**config.mk**
```make
export PLATFORM = sky130hd
export DESIGN_NAME = phcm_fifo
export DESIGN_NICKNAME = d
export VERILOG_FILES = /design/src/sv/phcm_pkg.sv /design/src/sv/phcm_fifo.sv
export SDC_FILE = /design/constraint.sdc
export NUM_CORES = 1
export LEC_CHECK = 0
export ABC_AREA = 1
export BUFFER_PORTS_ARGS = -buffer_cell sky130_fd_sc_hd__buf_2
export CAP_MARGIN = 20
export CORE_MARGIN = 5
export CORE_UTILIZATION = 45
export DETAILED_ROUTE_END_ITERATION = 8
export PLACE_DENSITY_LB_ADDON = 0.25
export REMOVE_ABC_BUFFERS = 1
export SYNTH_ARGS = -nofsm -noshare
export SYNTH_HDL_FRONTEND = slang
export SYNTH_SLANG_ARGS = --single-unit
```
**constraint.sdc**
```tcl
create_clock -name i_clk -period 2.1 [get_ports i_clk]
set_clock_uncertainty 0.15 [all_clocks]
set_input_delay 0.105 -clock i_clk [delete_from_list [all_inputs] [get_ports i_clk]]
set_output_delay 0.105 -clock i_clk [all_outputs]
set_load 0.005 [all_outputs]
```
**src/sv/phcm_pkg.sv**
```systemverilog
package phcm_pkg;

    // Opcodes carried in s_axis_tuser
    localparam logic OP_UPDATE = 1'b0;
    localparam logic OP_STATS  = 1'b1;

    // Configuration register indexes
    localparam logic [1:0] CFG_NUM_BUFFERS     = 2'd0;
    localparam logic [1:0] CFG_MAX_COUNT       = 2'd1;
    localparam logic [1:0] CFG_COUNT_THRESHOLD = 2'd2;

    localparam int CFG_INDEX_W = 2;
    localparam int CFG_DATA_W  = 9;

    // Stream payload widths, padded to whole bytes
    localparam int IN_DATA_W  = 24;
    localparam int OUT_DATA_W = 40;

    localparam int QUOT_W = 7;
    localparam logic [QUOT_W-1:0] PERCENT_SCALE = 7'd100;

    // Classified command handed from the front end to the execution side
    typedef struct packed {
        logic       op;
        logic       err;
        logic [5:0] src_index;
        logic [5:0] dst_index;
        logic [7:0] amount;
    } t_cmd;

    typedef struct packed {
        logic [6:0]  percent_over;
        logic [12:0] pairs_total;
        logic [12:0] pairs_over;
        logic        status;
    } t_result;

endpackage

```
**src/sv/phcm_fifo.sv**
```systemverilog
module phcm_fifo (
    input  logic           i_clk,
    input  logic           i_rst_n,
    input  logic           i_push,
    input  phcm_pkg::t_cmd i_cmd,
    output logic           o_full,
    output logic           o_valid,
    output phcm_pkg::t_cmd o_cmd,
    input  logic           i_pop
);
    import phcm_pkg::*;

    t_cmd       r_buf [2];
    logic       r_wp, n_wp;
    logic       r_rp, n_rp;
    logic [1:0] r_cnt, n_cnt;

    assign o_full  = (r_cnt == 2'd2);
    assign o_valid = (r_cnt != 2'd0);
    assign o_cmd   = r_buf[r_rp];

    always_comb begin
        n_wp  = r_wp;
        n_rp  = r_rp;
        n_cnt = r_cnt;
        if (i_push) begin
            n_wp = !r_wp;
        end
        if (i_pop) begin
            n_rp = !r_rp;
        end
        case ({i_push, i_pop})
            2'b10:   n_cnt = r_cnt + 2'd1;
            2'b01:   n_cnt = r_cnt - 2'd1;
            default: n_cnt = r_cnt;
        endcase
    end

    always_ff @(posedge i_clk) begin
        if (i_push) begin
            r_buf[r_wp] <= i_cmd;
        end
    end

    always_ff @(posedge i_clk) begin
        if (!i_rst_n) begin
            r_wp  <= 1'b0;
            r_rp  <= 1'b0;
            r_cnt <= 2'd0;
        end else begin
            r_wp  <= n_wp;
            r_rp  <= n_rp;
            r_cnt <= n_cnt;
        end
    end

endmodule

```
==> flow_metrics.py <==
metrics = {
    "outcome": {
        "status": "complete, no violations",
    },
    "timing": {
        "hold_viol_final": 0,
        "setup_violations": 0,
        "fmax_mhz": 518.2,
        "tightest_slew_ps": 339.9,
        "rsz0062_at_grt": "false",
        "setup-tns-final_ps": 0,
        "fin_crit_sh_pct": 91.90,
        "fin_ws_ps": 170.1,
        "drv_slew": 0,
        "period_minus_slack_ps": 1930,
        "max_slew_margin_pct": 77.31,
    },
    "clock_tree": {
        "h-tree-depth": 2,
        "postCtsSetupBuffers": 0,
        "postCtsHoldBufs": 26,
        "clockBufferDepth": 2,
        "ctsResizeCount": 0,
        "cts.clk_slew.worst_paths_ps": 80,
        "cts.sinks": 49,
        "numCtsBuffers": 5,
        "cts_tree": "done",
        "clk_latency_ps": 280,
        "root_buffer": "clkbuf_8",
    },
    "grt": {
        "grt_pass1_vias": 1203,
        "grtUsageTotal_pct": 12.91,
        "grt_pass1_wl_mm": 5.154,
        "antenna_found_initial": 0,
        "grt_overflow_total": 0,
        "grt_max_degree": 23,
    },
    "drt": {
        "drt_pass1_iterations": 4,
        "drt_iter0_drc": 61,
        "drt-vias-per-instance": 4.536,
        "wl_per_cell_microns": 13.75,
        "dr_total_vias": 1075,
        "drc_errors": 0,
        "routed_wl_mm": 3.258,
        "postRouteAntennaNets": 0,
    },
    "finish": {
        "mostFrequentLayoutCell": "buf_2",
        "fin_util_pct": 62.95,
        "layout_common_cells": "buf_2, edfxtp_1, dlygate4sd3_1, mux2_2, nor2_1",
        "syn_to_final_growth_pct": 37.51,
        "insertedDiodeCount": 0,
        "drive_gt1_share_pct": 44.39,
        "fin_area_sq_mm": 0.002500,
        "finalNonFillerCells": 237,
        "fin_nets": 214,
    },
    "placed_design": {
        "place.gp.congestion": 0.7206,
        "place_area_sq_mm": 0.002136,
        "io_buffer_count": 49,
        "place_ws_ps": 665.1,
        "placed_cells": 204,
        "place_hpwl_mm": 2.287,
    },
    "floorplanning": {
        "initial_core_util_pct": 45.78,
        "io_pins": 50,
        "num_rows": 23,
        "dieArea_sq_mm": 0.005411,
        "die_w_microns": 73.56,
        "coreArea_sq_mm": 0.003971,
        "dieHeight_microns": 73.56,
    },
    "yosys": {
        "syn-cell-area_sq_mm": 0.001818,
        "yosys.area.top_type": "edfxtp_1",
        "ys_types": 11,
        "ys_seq_area_share_pct": 78.18,
        "yosysTopAreaCellShare_pct": 72.68,
        "avgSynthCellArea_sq_um": 17.65,
        "syn_inst": 103,
        "yosysWarnings": 0,
        "synth_area_leaders": "edfxtp_1, mux2_2, dfxtp_1",
        "ys_ff_latch": 49,
    },
    "setup_path": {
        "crit_fanout": 4,
        "crit_path_start_kind": "input pin",
        "cp_data_arrival_time_ps": 1960,
        "crit_path_end_kind": "flop",
        "crit_required_ps": 2130,
        "criticalPathCategory": "input pin to flop",
    },
    "hold_path": {
        "worstHoldPathType": "input pin to flop",
    },
    "power": {
        "ir_drop_mv": 0.4513,
        "power_density_mw_per_mm2": 796.4,
        "leakagePower_nw": 1.004,
    },
    "job": {
        "cap_violations": 0,
    },
}
worst max-delay path, stage by stage:
cell and delay (ps):
dlygate4sd3_1 530, buf_2 140, nand2_1 60, dlygate4sd3_1 540
nor2_1 40, dlygate4sd3_1 540
sequential cells by signal (all words and copies together), names as in the netlist, named ones only:
signal,cells
r_buf,44
r_cnt,2
r_rp,1
r_wp,1
synthesized netlist by cell type:
cell type / n
buf_6: 2
nand2_1: 9
a21oi_1: 1
ha_1: 1
mux2_2: 22
dfxtp_1: 5
nor2_1: 11
inv_1: 6
nand4_1: 1
edfxtp_1: 44
o21ai_0: 1
stage by stage:
stage	hold WS [ps]	power [mW]
5_1_grt	142.7	2.082
4_1_cts	129.9	2.013
6_report	138.3	1.991
3_5_place_dp	148.4	1.356
2_1_floorplan	53.87	1.253
3_3_place_gp	145.7	1.345
path summary, 6_finish.rpt:
kind	startpoint	to	slack [ps]	cells past startpoint
setup / recovery	i_rst_n	r_wp	170	6
hold / removal	i_push	r_buf[0][14]	140	3
setup reg to reg	r_wp	r_wp	210	5
hold reg to reg	r_rp	flop	370	2
final cells by class:
class	count	area [sq um]
fill	312	1471
clock inverter	2	35.03
clock buffer	5	68.82
tap	50	62.56
multi-input combinational	46	354.1
inverter	6	22.52
sequential	49	1421
timing repair buffer	79	535.5
power breakdown:
part	internal (mW)	leakage [nW]	switching (mW)
combinational	0.130	0.495	0.101
sequential	1.12	0.455	0.0153
clock	0.346	0.0540	0.278
total	1.60	1.00	0.394
layer usage:
metal / wire length (microns) / part of all wire [%] / vias up / global-route usage [%]
met5: 0 / 0 / - / 0
met1: 1263 / 39 / 499 / 13.22
li1: - / - / 541 / -
met2: 1740 / 53 / 31 / 24.31
met4: 37 / 1.1 / 0 / 4.225
met3: 217 / 6.7 / 4 / 4.241
kinds of logic (layout without fill, tap and decap cells):
group                    count (synthesis)  after routing  synth area share, %
flip-flops                              49             49                78.18
adder cells (fa/ha/maj)                  1              1               0.6881
AO/OA/AOI/OAI                            2              2               0.5501
AND/OR/NAND/NOR                         21             21                4.474
buffers and inverters                    8             92                2.477
multiplexers                            22             22                13.63
Note: power is estimated with default switching activity, not from simulation.
