[src/sv/phcm_pkg.sv]
package phcm_pkg;

    // Opcodes carried in s_axis_tuser
    localparam logic OP_UPDATE = 1'b0;
    localparam logic OP_STATS  = 1'b1;

    // Configuration register indexes
    localparam logic [1:0] CFG_NUM_BUFFERS     = 2'd0;
    localparam logic [1:0] CFG_MAX_COUNT       = 2'd1;
    localparam logic [1:0] CFG_COUNT_THRESHOLD = 2'd2;

    localparam int CFG_INDEX_W = 2;
    localparam int CFG_DATA_W  = 9;

    // Stream payload widths, padded to whole bytes
    localparam int IN_DATA_W  = 24;
    localparam int OUT_DATA_W = 40;

    localparam int QUOT_W = 7;
    localparam logic [QUOT_W-1:0] PERCENT_SCALE = 7'd100;

    // Classified command handed from the front end to the execution side
    typedef struct packed {
        logic       op;
        logic       err;
        logic [5:0] src_index;
        logic [5:0] dst_index;
        logic [7:0] amount;
    } t_cmd;

    typedef struct packed {
        logic [6:0]  percent_over;
        logic [12:0] pairs_total;
        logic [12:0] pairs_over;
        logic        status;
    } t_result;

endpackage

[src/sv/phcm_front.sv]
module phcm_front (
    input  logic                          i_valid,
    output logic                          o_ready,
    input  logic                          i_op,
    input  logic [phcm_pkg::IN_DATA_W-1:0] i_data,
    input  logic [6:0]                    i_side,
    input  logic                          i_hold,
    input  logic                          i_queue_full,
    output logic                          o_push,
    output phcm_pkg::t_cmd                o_cmd
);
    import phcm_pkg::*;

    logic [5:0] src;
    logic [5:0] dst;

    assign src = i_data[5:0];
    assign dst = i_data[11:6];

    // Take a transaction only when the queue has room and the store is usable
    assign o_ready = !i_queue_full && !i_hold;
    assign o_push  = i_valid && o_ready;

    always_comb begin
        o_cmd.op        = i_op;
        o_cmd.src_index = src;
        o_cmd.dst_index = dst;
        o_cmd.amount    = i_data[19:12];
        // flag updates that fall outside the matrix in use
        o_cmd.err       = (i_op == OP_UPDATE) &&
                          ((7'(src) >= i_side) || (7'(dst) >= i_side));
    end

endmodule

[config.mk]
export PLATFORM = sky130hd
export DESIGN_NAME = phcm_front
export DESIGN_NICKNAME = d
export VERILOG_FILES = /design/src/sv/phcm_pkg.sv /design/src/sv/phcm_front.sv
export SDC_FILE = /design/constraint.sdc
export NUM_CORES = 1
export LEC_CHECK = 0
export ABC_AREA = 1
export CAP_MARGIN = 20
export CORE_AREA = 5 5 42 44
export DETAILED_ROUTE_END_ITERATION = 10
export DIE_AREA = 0 0 47 49
export DONT_BUFFER_PORTS = 1
export PLACE_DENSITY = 0.53
export SLEW_MARGIN = 20
export SYNTH_ARGS = -nofsm -noshare
export SYNTH_HDL_FRONTEND = slang
export SYNTH_SLANG_ARGS = --single-unit
export TNS_END_PERCENT = 50
[constraint.sdc]
create_clock -name vclk -period 1.14
set_input_delay 0.057 -clock vclk [all_inputs]
set_output_delay 0.057 -clock vclk [all_outputs]
set_load 0.03 [all_outputs]
==> flow_summary.toml, run 1 <==
[drt]
detail_route.iter0.violations = 2
num_vias = 346
ant_nets = 0
firstDrtPassIters = 4
routed_wl_um = 903
wl_per_cell_um = 11.6
via_per_inst = 4.44
drc_errors = 0

[worst_setup_path]
crit_chain = "inv_1 > ha_4 > nand2_1 > nor2_2 > nand2_1 > nand2_1 > nor2_1 > nand3_1 > nand2_1 > inv_2"
crit_fanout = 2
path_common_cell = "nand2_1"
worstSetupPathType = "primary input to output pin"
critPathRequiredTime_ps = 1080
cpPeakStageDelay_ps = 270
worst_path_max_delay_cell = "ha_4"
critPathLaunchType = "primary input"
critical_path_depth = 10
crit_buf_inv = 2
critPathTopFamily = "simple AND/OR/NAND/NOR gates"
end_kind = "output pin"
critical_path_arrival_ps = 960

[hold_path]
holdPathEnd = "o_cmd[7]"
hold_class = "primary input to output pin"
hp-start = "i_data[19]"
holdPathStages = 0

[pwr]
power.density_nw_per_um2 = 332
cellLeakagePower_uw = 0.000250
vdd_drop_max_v = 0.0000855

[synthesis]
synth.yosys.warnings = 0
yosysTopAreaCell = "buf_4"
avgSynthCellArea_um2 = 6.29
yosysSeqAreaShare = 0
synth.area.top_cells = "buf_4 31%, ha_1 29%, nand2_1 13%"
syn-instance-count = 82
syn-num-nets = 129
netlist_area_um2 = 515
yosysUniqueCellTypes = 12
yosysTopAreaCellShare = 0.306

[global_route]
antenna_found_initial = 0
grt_pass1_vias = 339
track_usage = 0.0681
grt_pass1_wl_um = 1240
grt_max_degree = 6
grt_overflow_total = 0

[timing]
min_period_ps = 1010
relSlewSlack = 0.632
fmax_mhz = 987
setup_viol = 0
min_period_over_period = 0.889
finalHoldViolCount = 0
final-max-slew-violation-count = 0
worst_slew_pin_slew_ps = 550
finalSetupTns_ps = 0
rsz0062_at_grt = "false"
holdWs_ps = 114

[final_layout]
regArea_um2 = 0
clock_buffer_count = 0
fin_nets = 111
final_cell_mix = "18 x nand2_1, 13 x inv_1, 8 x ha_1"
fillers = 157
n_antenna_cell = 0
final_common_cell = "nand2_1"
drive_gt1_frac = 0.161
layout-area-overhead-vs-synth_pct = -14.1
seq_cell_count = 0

[place]
gp_congestion = 0.726
io_buffer_count = 0
dpl.hpwl_um = 746

[floorplanning]
rows = 14
die_w_um = 47
coreArea_um2 = 1400
dieArea_um2 = 2300
num_io_pins = 59
die_h_um = 49
start_util = 0.368

[run]
maxCapViolations = 0

[cts]
cts_hold_buf = 0
postCtsSetupRepairBufs = 0
cts_resized = 0

[status]
run_status = "completed"
logic make-up after synthesis:
logic type / share of synthesized area
buf+inv: 0.415
simple gates: 0.252
fa+ha+maj: 0.291
compound gates: 0.0412
routing by layer:
layer	track usage	wire length, um
met1	0.0870	353
met4	0.0138	4
met5	0	0
met2	0.120	418
met3	0.00369	127
per-stage QoR:
stage / worst slack (ps) / power (uW) / util / area [um^2] / std cells
global placement: 49.2 / 127 / 0.275 / 385 / 78
global route: 3.02 / 179 / 0.316 / 443 / 78
finish: 126 / 147 / 0.316 / 443 / 78
detailed placement: 42.9 / 128 / 0.275 / 385 / 78
floorplan: 140 / 246 / - / 515 / 82
CTS: 37.5 / 129 / 0.275 / 385 / 78
area by class of cell:
class | count | area [um^2] | area share
Timing Repair Buffer | 1 | 7.51 | 0.0169
Multi-Input combinational cell | 46 | 359 | 0.811
Inverter | 15 | 56.3 | 0.127
Tap cell | 16 | 20.0 | 0.0452
cells in the mapped netlist:
| cell type | count |
|---|---|
| nor2_1 | 6 |
| ha_1 | 12 |
| nor3b_1 | 1 |
| nand3b_1 | 1 |
| nand2_1 | 18 |
| inv_1 | 15 |
| buf_4 | 21 |
| nor3_1 | 1 |
| a21oi_1 | 1 |
| nand3_1 | 4 |
| o21ai_1 | 1 |
| o21bai_2 | 1 |
worst max path at each step:
stage	startpoint	slack (ps)	end
2_1_floorplan	i_side[5]	140	o_cmd[20]
3_3_place_gp	i_side[5]	50	o_cmd[20]
3_5_place_dp	i_side[5]	40	o_cmd[20]
4_1_cts	i_side[5]	40	o_cmd[20]
5_1_grt	i_side[5]	3	o_cmd[20]
6_report	i_side[5]	130	o_cmd[20]
power by group:
part | internal (uW) | switching (uW)
Sequential | 0 | 0
Combinational | 64.5 | 82.7
Clock | 0 | 0
Note: power is estimated with default switching activity, not from simulation.
==> run 2: changes to the inputs <==
--- a/config.mk
+++ b/config.mk
@@ -5,13 +5,12 @@
 export SDC_FILE = /design/constraint.sdc
 export NUM_CORES = 1
 export LEC_CHECK = 0
-export ABC_AREA = 1
 export CAP_MARGIN = 20
 export CORE_AREA = 5 5 42 44
 export DETAILED_ROUTE_END_ITERATION = 10
 export DIE_AREA = 0 0 47 49
 export DONT_BUFFER_PORTS = 1
-export PLACE_DENSITY = 0.53
+export PLACE_DENSITY = 0.48
 export SLEW_MARGIN = 20
 export SYNTH_ARGS = -nofsm -noshare
 export SYNTH_HDL_FRONTEND = slang
==> run 2 against run 1 <==
The flow now finishes with violations (negative setup slack). Area after synthesis shrank 12%. First-iteration DRC count shrank 100%. Final area shrank 21%. Critical path depth shrank 4. Sequential share of layout area is the same. Power shrank 24%. Core utilization shrank 6.7 points. Largest cell class unchanged.
==> flow_summary.toml, run 2 <==
[synthesis]
yosysTopAreaCell = "buf_4"
synth_simple_gate_area_frac = 0.155
synth-xor-area-share = 0
muxShareOfSynthArea = 0
yosysTopAreaCellShare = 0.349
synth-compound-area-share = 0.105
synth_fa_ha_area_frac = 0.332
yosysUniqueCellTypes = 19
syn-instance-count = 59
synth_top_family_by_area = "buffers and inverters"
yosysSeqAreaShare = 0
syn-num-nets = 106
synth.yosys.warnings = 0
synthTopCellsByCount = "21 x buf_4, 12 x ha_1, 7 x inv_1"
netlist_area_um2 = 452
synthMostInstantiatedCell = "buf_4"
avgSynthCellArea_um2 = 7.66
synth.area.top_cells = "buf_4 35%, ha_1 33%, inv_1 5.8%"

[worst_setup_path]
cpPeakStageDelay_ps = 370
critPathRequiredTime_ps = 1080
worstSetupPathType = "primary input to output pin"
critPathTopFamily = "simple AND/OR/NAND/NOR gates"
crit_fanout = 2
worst_path_max_delay_cell = "or3_4"
end_kind = "output pin"
crit_chain = "inv_2 > ha_1 > nand2b_1 > a211oi_1 > or3_4 > a31oi_4"
crit_buf_inv = 1
critical_path_arrival_ps = 1120
critPathLaunchType = "primary input"

[drt]
firstDrtPassIters = 1
detail_route.iter0.violations = 0
via_per_inst = 4.91
drc_errors = 0
ant_nets = 0
wl_per_cell_um = 11.9
routed_wl_um = 668
num_vias = 275

[final_layout]
drive_gt1_frac = 0.175
seq_cell_count = 0
final_cell_mix = "12 x ha_1, 6 x inv_1"
final_common_cell = "ha_1"
multi_input_area_um2 = 288
fin_util = 0.249
layout-area-overhead-vs-synth_pct = -22.7
final_area_um2 = 349
fillers = 172
regArea_um2 = 0
fin_nets = 89
n_antenna_cell = 0
clock_buffer_count = 0

[place]
gp_congestion = 0.609
io_buffer_count = 0
dpl.hpwl_um = 654
place_area_um2 = 349

[timing]
fmax_mhz = 847
worst_slew_pin_slew_ps = 308
finalSetupTns_ps = -40.4
min_period_over_period = 1.04
min_period_ps = 1180
finalHoldViolCount = 0
final-max-slew-violation-count = 0
setup_viol = 1
final.setup.worst_slack_ps = -40.4
rsz0062_at_grt = "true"
relSlewSlack = 0.796

[cts]
cts_hold_buf = 0
postCtsSetupRepairBufs = 0
cts_resized = 0

[global_route]
grt.busiest_layer = "met2"
grt_pass1_vias = 261
grt_overflow_total = 0
use_met1 = 0.0674
grt_pass1_wl_um = 979
grt_max_degree = 4
antenna_found_initial = 0
grtUsageMet2 = 0.0792
met3_usage = 0.0185
track_usage = 0.0519

[status]
run_status = "complete, but fails checks"
violations = "negative setup slack"

[hold_path]
hold_class = "primary input to output pin"

[floorplanning]
die_w_um = 47
rows = 14
num_io_pins = 59
dieArea_um2 = 2300
die_h_um = 49
coreArea_um2 = 1400
start_util = 0.322

[run]
maxCapViolations = 0

[pwr]
power.density_nw_per_um2 = 319
cellLeakagePower_uw = 0.000182
vdd_drop_max_v = 0.0000736
## run 2: cell count changes after synthesis, moves of 2 or more
cell and change:
nand2_1 -16, inv_1 -8, nor2_1 -4, nand3_1 -3, a211oi_1 +2
## run 2: kinds of logic after synthesis
kind of cell / after synthesis
compound gates: 7
buf+inv: 28
simple gates: 12
fa+ha+maj: 12
## run 2: final timing paths
| path | cells past startpoint | end | start | slack (ps) |
|---|---|---|---|---|
| setup / recovery | 6 | o_cmd[20] | i_data[0] | -40 |
| hold / removal | 0 | o_cmd[2] | i_data[14] | 110 |
## run 2: final cells by class
type | count | share of cell area
tap | 16 | 0.0573
inverter | 7 | 0.0753
multi-input combinational | 31 | 0.824
timing repair buffer | 2 | 0.0430
## run 2: where the power goes
group / switching (uW) / internal [uW] / total [uW]
Sequential: 0 / 0 / 0
Combinational: 57.7 / 53.7 / 111
Clock: 0 / 0 / 0
## run 2: what timing repair did
| action | 4_1_cts | 5_1_grt |
|---|---|---|
| gates cloned | 0 | 0 |
| endpoints found under the setup margin | 1 | 1 |
| pin swaps | 0 | 0 |
## run 2: routing by layer
| layer | vias up | wire, um | share of wire |
|---|---|---|---|
| met2 | 15 | 317 | 0.47 |
| met4 | 0 | 6 | 0.0090 |
| met5 | - | 0 | 0 |
| li1 | 142 | - | - |
| met3 | 4 | 121 | 0.18 |
| met1 | 114 | 222 | 0.33 |
## run 2: through the flow
stage,std cells,setup slack (ps),power (uW),hold WS (ps)
floorplan,59,2.97,230,152
global placement,56,-49.3,113,114
detailed placement,56,-44.4,114,114
CTS,56,-51.6,115,114
global route,56,-98.6,130,114
finish,56,-40.4,111,114
==> run 3: changes to the inputs <==
--- a/config.mk
+++ b/config.mk
@@ -10,6 +10,7 @@
 export DETAILED_ROUTE_END_ITERATION = 10
 export DIE_AREA = 0 0 47 49
 export DONT_BUFFER_PORTS = 1
+export GPL_ROUTABILITY_DRIVEN = 0
 export PLACE_DENSITY = 0.48
 export SLEW_MARGIN = 20
 export SYNTH_ARGS = -nofsm -noshare
==> constraint.sdc (replaced) <==
create_clock -name vclk -period 1.14
set_input_delay 0.057 -clock vclk [all_inputs]
set_output_delay 0.057 -clock vclk [all_outputs]
set_load 0.1 [all_outputs]
==> run 3 against run 2 <==
Critical path type unchanged. Non-clock buffer count increased by 3. Highest routed layer unchanged. Worst setup slack got worse by 69 ps. Hold slack about the same. Fmax decreased by 5.6%. Final area increased by 32%. Clock-buffer cell count unchanged. First-iteration DRC count unchanged. The flow still finishes with violations (negative setup slack).
==> flow_summary.toml, run 3 (same netlist as run 2, synthesis figures left out) <==
[worst_setup_path]
end_kind = "output pin"
worst_path_max_delay_cell = "or3_4"
worstSetupPathType = "primary input to output pin"
crit_buf_inv = 2
critPathRequiredTime_ps = 1080
crit_fanout = 2
critPathTopFamily = "simple AND/OR/NAND/NOR gates"
crit_chain = "inv_1 > ha_4 > nand4b_1 > or3_4 > a31oi_4 > buf_12"
critical_path_arrival_ps = 1190
cpPeakStageDelay_ps = 350
critPathLaunchType = "primary input"

[hold_path]
hold_class = "primary input to output pin"
hp-start = "i_data[12]"
holdPathEnd = "o_cmd[0]"
holdPathStages = 0

[final_layout]
fillers = 157
layout-area-overhead-vs-synth_pct = 1.94
final_cell_mix = "9 x ha_1, 5 x inv_1, 3 x ha_4, 3 x buf_4"
n_antenna_cell = 0
seq_cell_count = 0
fin_nets = 92
fin_util = 0.329
final_common_cell = "ha_1"
clock_buffer_count = 0
regArea_um2 = 0
drive_gt1_frac = 0.419

[pwr]
report.power.total_uw = 195
vdd_drop_max_v = 0.000148
p_comb_frac = 1.000
p_switching_uw = 102
p_seq_frac = 0
cellLeakagePower_uw = 0.000211
p_int_uw = 92.7
power.density_nw_per_um2 = 424
p_sw_frac = 0.525
clockPowerShare = 0

[global_route]
grt_pass1_wl_um = 1140
grt_pass1_vias = 267
antenna_found_initial = 0
grt_overflow_total = 0
grtUsageMet2 = 0.106
grt_max_degree = 4
grt.busiest_layer = "met2"
use_met1 = 0.0652
track_usage = 0.0625
met3_usage = 0.0295

[timing]
final.setup.worst_slack_ps = -110
finalHoldViolCount = 0
worst_slew_pin_slew_ps = 281
holdWs_ps = 114
rsz0062_at_grt = "true"
fmax_mhz = 800
final-max-slew-violation-count = 0
relSlewSlack = 0.814
min_period_over_period = 1.10
setup_viol = 1
min_period_ps = 1250
finalSetupTns_ps = -110

[floorplanning]
dieArea_um2 = 2300
num_io_pins = 59
die_h_um = 49
rows = 14
start_util = 0.322
coreArea_um2 = 1400
die_w_um = 47

[run]
maxCapViolations = 0

[place]
pre_cts_ws_ps = -143
io_buffer_count = 0
dpl.hpwl_um = 741

[drt]
num_vias = 292
routed_wl_um = 832
drc_errors = 0
detail_route.iter0.violations = 0
wl_per_cell_um = 14.1
via_per_inst = 4.95
ant_nets = 0
firstDrtPassIters = 1

[cts]
postCtsSetupRepairBufs = 0

[status]
violations = "negative setup slack"
run_status = "complete, but fails checks"
run 3: area by class of cell:
cell class | count | area (um^2) | share of cell area
multi-input combinational | 31 | 347 | 0.753
timing repair buffer | 5 | 62.6 | 0.136
inverter | 7 | 31.3 | 0.0679
tap | 16 | 20.0 | 0.0435
run 3: layer usage:
layer	up-vias	part of all wire
li1	149	-
met1	129	0.28
met5	-	0
met4	0	0.0048
met2	12	0.53
met3	2	0.19
run 3: repair_timing:
item,in CTS,in global routing
gates resized for setup,2,4
hold buffers,0,0
setup endpoints to repair,1,1
run 3: worst max path at each step:
| stage | startpoint | endpoint | slack (ps) | cells after the start |
|---|---|---|---|---|
| finish | i_side[4] | o_cmd[20] | -110 | 6 |
| detailed placement | i_side[5] | o_cmd[20] | -140 | 6 |
| floorplan | i_data[0] | o_cmd[20] | -330 | 6 |
| global placement | i_side[5] | o_cmd[20] | -120 | 6 |
| global route | i_side[4] | o_cmd[20] | -160 | 6 |
| CTS | i_data[0] | o_cmd[20] | -120 | 7 |
run 3: power groups by stage:
stage                     Combinational (uW)  Sequential (uW)  Clock (uW)
after floorplan                          477                0           0
after global placement                   177                0           0
after detailed placement                 180                0           0
after CTS                                185                0           0
after global routing                     215                0           0
final                                    195                0           0
run 3: stage by stage:
step                instances  area [um^2]
floorplan                  59          495
global placement           59          420
detailed placement         59          420
CTS                        59          433
global route               59          460
finish                     59          460
